===== src/rtl/core/rcfd_pkg.sv =====
// Package: shared types, constants and helpers for the remote-control frame decoder.
`timescale 1ns / 1ps
package rcfd_pkg;

  localparam int unsigned FrameBytesDef = 18;
  localparam int unsigned CfgIdxW       = 3;
  localparam int unsigned CfgDataW      = 12;

  localparam logic [CfgIdxW-1:0] CfgStickOffset = 3'd0;
  localparam logic [CfgIdxW-1:0] CfgStickRange  = 3'd1;
  localparam logic [CfgIdxW-1:0] CfgSwUp        = 3'd2;
  localparam logic [CfgIdxW-1:0] CfgSwMid       = 3'd3;
  localparam logic [CfgIdxW-1:0] CfgSwDown      = 3'd4;

  localparam logic [2:0] SwUp      = 3'd0;
  localparam logic [2:0] SwMid     = 3'd1;
  localparam logic [2:0] SwDown    = 3'd2;
  localparam logic [2:0] SwUpMid   = 3'd3;
  localparam logic [2:0] SwMidDown = 3'd4;
  localparam logic [2:0] SwDownMid = 3'd5;
  localparam logic [2:0] SwMidUp   = 3'd6;

  // dividend magnitude is |diff| * 65536 (27 bits), divisor 12 bits
  localparam int unsigned DivNumW = 27;
  localparam int unsigned DivDenW = 12;
  localparam int unsigned NumSticks = 5;

  typedef struct packed {
    logic [7:0] rx_byte;
    logic       chunk_last;
  } in_word_t;

  typedef struct packed {
    logic signed [15:0] right_x;
    logic signed [15:0] right_y;
    logic signed [15:0] left_x;
    logic signed [15:0] left_y;
    logic signed [15:0] left_wheel;
    logic signed [15:0] mouse_x;
    logic signed [15:0] mouse_y;
    logic signed [15:0] mouse_z;
    logic [2:0]         left_switch_status;
    logic [2:0]         right_switch_status;
    logic [3:0]         mouse_button_status;
    logic [31:0]        key_status;
  } frame_word_t;

  typedef enum logic [2:0] {
    StIdle,
    StLoad,
    StDivide,
    StStore,
    StOut
  } ctrl_state_e;

  typedef struct packed {
    logic load_stick;   // latch the next stick channel into the divider
    logic div_step;     // one restoring-division step
    logic store_stick;  // write the finished quotient
    logic finish;       // build the result word and update history
  } dp_cmd_t;

  typedef struct packed {
    logic div_done;
    logic last_stick;
  } dp_stat_t;

  typedef struct packed {
    logic [10:0] stick_offset;
    logic [11:0] stick_range;
    logic [1:0]  sw_up;
    logic [1:0]  sw_mid;
    logic [1:0]  sw_down;
  } cfg_t;

  function automatic logic [1:0] key_class(input logic now, input logic prev);
    logic [1:0] r;
    if (!prev) r = now ? 2'd2 : 2'd0;
    else       r = now ? 2'd1 : 2'd3;
    return r;
  endfunction

  function automatic logic [1:0] sw_clean(input logic [1:0] c, input cfg_t cfg);
    logic [1:0] r;
    if (c == cfg.sw_up || c == cfg.sw_mid || c == cfg.sw_down) r = c;
    else r = cfg.sw_mid;
    return r;
  endfunction

  function automatic logic [2:0] sw_class(input logic [1:0] now_raw,
                                          input logic [1:0] prev_raw,
                                          input cfg_t cfg);
    logic [1:0] now_c;
    logic [1:0] prev_c;
    logic [2:0] r;
    now_c  = sw_clean(now_raw, cfg);
    prev_c = sw_clean(prev_raw, cfg);
    if (prev_c == cfg.sw_up) begin
      if (now_c == cfg.sw_up) r = SwUp;
      else if (now_c == cfg.sw_mid) r = SwUpMid;
      else r = SwMidDown;
    end else if (prev_c == cfg.sw_down) begin
      if (now_c == cfg.sw_down) r = SwDown;
      else if (now_c == cfg.sw_mid) r = SwDownMid;
      else r = SwMidUp;
    end else if (now_c == cfg.sw_up) begin
      r = SwMidUp;
    end else if (now_c == cfg.sw_down) begin
      r = SwMidDown;
    end else begin
      r = SwMid;
    end
    return r;
  endfunction

endpackage


===== src/rtl/core/rcfd_ctrl.sv =====
// Controller: sequences the five stick divisions and the result build.
`timescale 1ns / 1ps
module rcfd_ctrl (
  input  logic              clk_i,
  input  logic              rst_ni,
  input  logic              start_i,
  input  logic              out_free_i,
  input  rcfd_pkg::dp_stat_t stat_i,
  output rcfd_pkg::dp_cmd_t  cmd_o,
  output logic              busy_o
);

  rcfd_pkg::ctrl_state_e state_q, state_d;

  always_ff @(posedge clk_i or negedge rst_ni) begin
    if (!rst_ni) state_q <= rcfd_pkg::StIdle;
    else         state_q <= state_d;
  end

  always_comb begin
    state_d = state_q;
    case (state_q)
      rcfd_pkg::StIdle:   if (start_i) state_d = rcfd_pkg::StLoad;
      rcfd_pkg::StLoad:   state_d = rcfd_pkg::StDivide;
      rcfd_pkg::StDivide: if (stat_i.div_done) state_d = rcfd_pkg::StStore;
      rcfd_pkg::StStore: begin
        if (stat_i.last_stick) state_d = rcfd_pkg::StOut;
        else                   state_d = rcfd_pkg::StLoad;
      end
      rcfd_pkg::StOut:    if (out_free_i) state_d = rcfd_pkg::StIdle;
      default:            state_d = rcfd_pkg::StIdle;
    endcase
  end

  always_comb begin
    cmd_o  = '0;
    busy_o = 1'b1;
    case (state_q)
      rcfd_pkg::StIdle:   busy_o = 1'b0;
      rcfd_pkg::StLoad:   cmd_o.load_stick = 1'b1;
      rcfd_pkg::StDivide: cmd_o.div_step = 1'b1;
      rcfd_pkg::StStore:  cmd_o.store_stick = 1'b1;
      rcfd_pkg::StOut:    cmd_o.finish = out_free_i;
      default:            busy_o = 1'b1;
    endcase
  end

endmodule


===== config.mk =====
export PLATFORM = sky130hd
export DESIGN_NAME = rcfd_ctrl
export DESIGN_NICKNAME = d
export VERILOG_FILES = /design/src/rtl/core/rcfd_pkg.sv /design/src/rtl/core/rcfd_ctrl.sv
export SDC_FILE = /design/constraint.sdc
export NUM_CORES = 1
export LEC_CHECK = 0
export ABC_CLOCK_PERIOD_IN_PS = 1610
export BUFFER_PORTS_ARGS = -buffer_cell sky130_fd_sc_hd__buf_4
export CORE_AREA = 2 2 39 41
export CTS_BUF_LIST = sky130_fd_sc_hd__clkbuf_16
export DETAILED_ROUTE_END_ITERATION = 10
export DIE_AREA = 0 0 41 43
export PLACE_DENSITY_LB_ADDON = 0.25
export REMOVE_ABC_BUFFERS = 1
export SETUP_SLACK_MARGIN = 0.3
export SYNTH_ARGS = -nofsm -noshare
export SYNTH_HDL_FRONTEND = slang
export SYNTH_SLANG_ARGS = --single-unit

===== constraint.sdc =====
create_clock -name clk_i -period 1.61 [get_ports clk_i]
set_clock_uncertainty 0.1 [all_clocks]
set_input_delay 0.161 -clock clk_i [delete_from_list [all_inputs] [get_ports clk_i]]
set_output_delay 0.161 -clock clk_i [all_outputs]
set_load 0.01 [all_outputs]

# Word level (Yosys, flattened, before mapping)
# Index checks and enable logic that the tools add are counted.
# word_totals
input_bits,6
regBits,3
# classes
n_mux,10
n_reduce_logical,2
eq_ne,7
# op_table
operator,n
3-bit one-hot mux with 5 select lines,1
3-bit 2-to-1 mux,4
"3-bit by 2-bit equality test with 1-bit output, second input constant",2
"2-bit != test, second input constant",3
1-bit 2-to-1 mux,5
"3-bit by 1-bit equality test with 1-bit output, second input constant",1
"3-bit equality test, second input constant",1
3-bit zero test,1
3-bit AND reduction,1

# Depth between registers and ports, before layout
# depth
word_depth,3
depth_mapped,4

# Least setup slack after synthesis
# Ideal clock, no wire load.
# synth_path
kind,reg2out
start,register state_q[0]
end,output busy_o
path_slack_ns,0.484
n_path_buf,1
t_arrival_ns,0.865
t_required_ns,1.349
path_stages_with_launch,3
cell_sequence,dfrtp_1 buf_6 or3_1
# synth_via
elab_chain_cells,2
# synth_rtl
element,line_no,rtl
from (decl),rcfd_ctrl.sv:13,"rcfd_pkg::ctrl_state_e state_q, state_d;"
from (signal assigned),rcfd_ctrl.sv:16,if (!rst_ni) state_q <= rcfd_pkg::StIdle;
from (signal assigned),rcfd_ctrl.sv:17,else state_q <= state_d;
3-bit zero test,rcfd_ctrl.sv:38,case (state_q)
1-bit 2-to-1 mux,rcfd_ctrl.sv:38,
to (decl),rcfd_ctrl.sv:10,output logic busy_o
# No other way between the ends.

# Worst setup path after layout
# layout_path
start,register state_q[2]
end,output busy_o
# The elaborated chain is that of the path after synthesis.

==> qor.csv <==
metric,value,unit
outcome,"finished, final reports clean",
min_path_type,in2reg,
std_cell_rows,14,
timing.fmax,710,MHz
top_regs,state_q x3,
htree_levels,1,
ios,11,
rsz0062_at_grt,true,
cts_root_buf,clkbuf_16,
slew_viol_final,0,
grt_start_max_net_pins,9,
drc,0,
design.core.area,1380,µm²
clkLatencyLatePin,220,ps
n_antenna_cell,0,
worstSetupPathType,reg2out,
path_cells,"or3_1, buf_4",
min_period,1410,ps
ys_types,13,
postSynthAreaPerCell,10.1,µm²
layout_setup_ws,201,ps
max_stage_delay,410,ps
slew_headroom,86.0,%
top_register,state_q,
die_h,43,µm
ys_ff_latch,3,
finalSetupViolations,0,
powerDensity,2310,nW/µm²
cp_max_fo,4,
worst_pin_slew,209,ps
vias_per_cell,3.89,
largest_register_ffs,3,
layout_commonest_cell,buf_4,
timing.final.crit_share,87.5,%
clk_pin_slew,30,ps
syn_to_final_growth,110,%
cts-buffers-inserted,3,
netlist_area,203,µm²
ir_worst_vdd,0.855,mV
antenna_found_initial,0,
globalRouteOverflowTotal,0,
hold_viol,0,
crit_path_end_kind,primary output,
tns,0,ps
avgRoutedWirePerCell,10.2,µm
cts_sinks,3,
yosysSeqAreaShare,37.0,%
nets,47,
layout_common_cells,"buf_4 (17), clkbuf_16 (3), dfrtp_2 (3)",
critPathTopFamily,flip-flops,
slowest_stage,dfrtp_2,
drive_gt1_share,67.5,%
nFillCells,144,
dieWidth,41,µm
p_total,0.000982,W
initial_utilization,14.6,%
finalWirelength,573,µm
gp_congestion,0.611,
vias,218,
drv_cap,0,
cp.depth,2,
grt_pass1_vias,218,
io_buffer_count,10,
grt_usage,8.35,%
grt_pass1_wl,972,µm
crit_buf_inv,1,
ant_nets,0,
first_pass_iters,2,
synthCells,20,
r2r_cells,5,
cts_tree,built,
dp_hpwl,343,µm
p_leak,0.205,nW
pre_cts_ws,375,ps
cts.path.max_buffers,2,
drt_iter0_markers,2,
crit_arrival,1150,ps
yosys_warnings,0,
worstPathRequired,1350,ps
dieArea,1760,µm²
start_kind,flop,
hold_depth,2,
## synthesized netlist by cell type
cell type,count,share of area [%]
dfrtp_1,3,37
a211oi_2,2,12
buf_6,2,11
nand2_1,2,3.7
nor2_1,2,3.7
nor3b_1,2,7.4
and3_1,1,3.1
and3b_1,1,4.3
nand2b_1,1,3.1
nor2b_2,1,4.3
o21ai_1,1,2.5
or3_1,1,3.1
xnor2_1,1,4.3
## cells by family after synthesis
group / synth area share [%]
simple gates: 32.7
xor+xnor: 4.32
buf+inv: 11.1
compound gates: 14.8
flops: 37.0
## final timing paths
check	from	to	slack, ps
setup reg to reg	state_q[0]	state_q[2]	390
hold / removal	out_free_i	state_q[2]	40
hold reg to reg	state_q[0]	state_q[0]	520
max in group asynchronous	rst_ni	state_q[0]	1150
setup / recovery	state_q[2]	busy_o	200
min in group asynchronous	rst_ni	state_q[2]	160
## where the power goes
part	internal (W)	switching, W
combinational	0.000254	0.000174
sequential	0.000118	0.0000493
clock	0.000320	0.0000673
## metrics by stage
| step | hold slack, ps | cells | utilization, % | instance area [µm²] |
|---|---|---|---|---|
| after floorplan | -235 | 18 | - | 180 |
| after global placement | -149 | 44 | 19.9 | 275 |
| after detailed placement | -149 | 44 | 19.9 | 275 |
| after CTS | 38.5 | 56 | 30.7 | 425 |
| after global routing | 44.2 | 56 | 30.7 | 425 |
| final | 37.3 | 56 | 30.7 | 425 |
## what timing repair did
item,in CTS,in global routing
gates resized for setup,4,0
hold buffers,1,0
setup buffers,7,0
hold endpoints to repair,3,0
gates cloned,0,0
endpoints found under the setup margin,5,5
## final cells by class
cell class | count | area (µm²) | area share, %
clock inverter | 1 | 3.75 | 0.882
sequential | 3 | 78.8 | 18.5
timing repair buffer | 18 | 138 | 32.4
multi-input combinational | 15 | 110 | 25.9
tap | 16 | 20.0 | 4.71
clock buffer | 3 | 75.1 | 17.6
## routing by layer
metal,routed length [µm],track usage [%]
met2,275,12.5
met3,54,1.57
met4,0,6.00
met1,243,10.0
met5,0,0
Note: power is estimated with default switching activity, not from simulation.
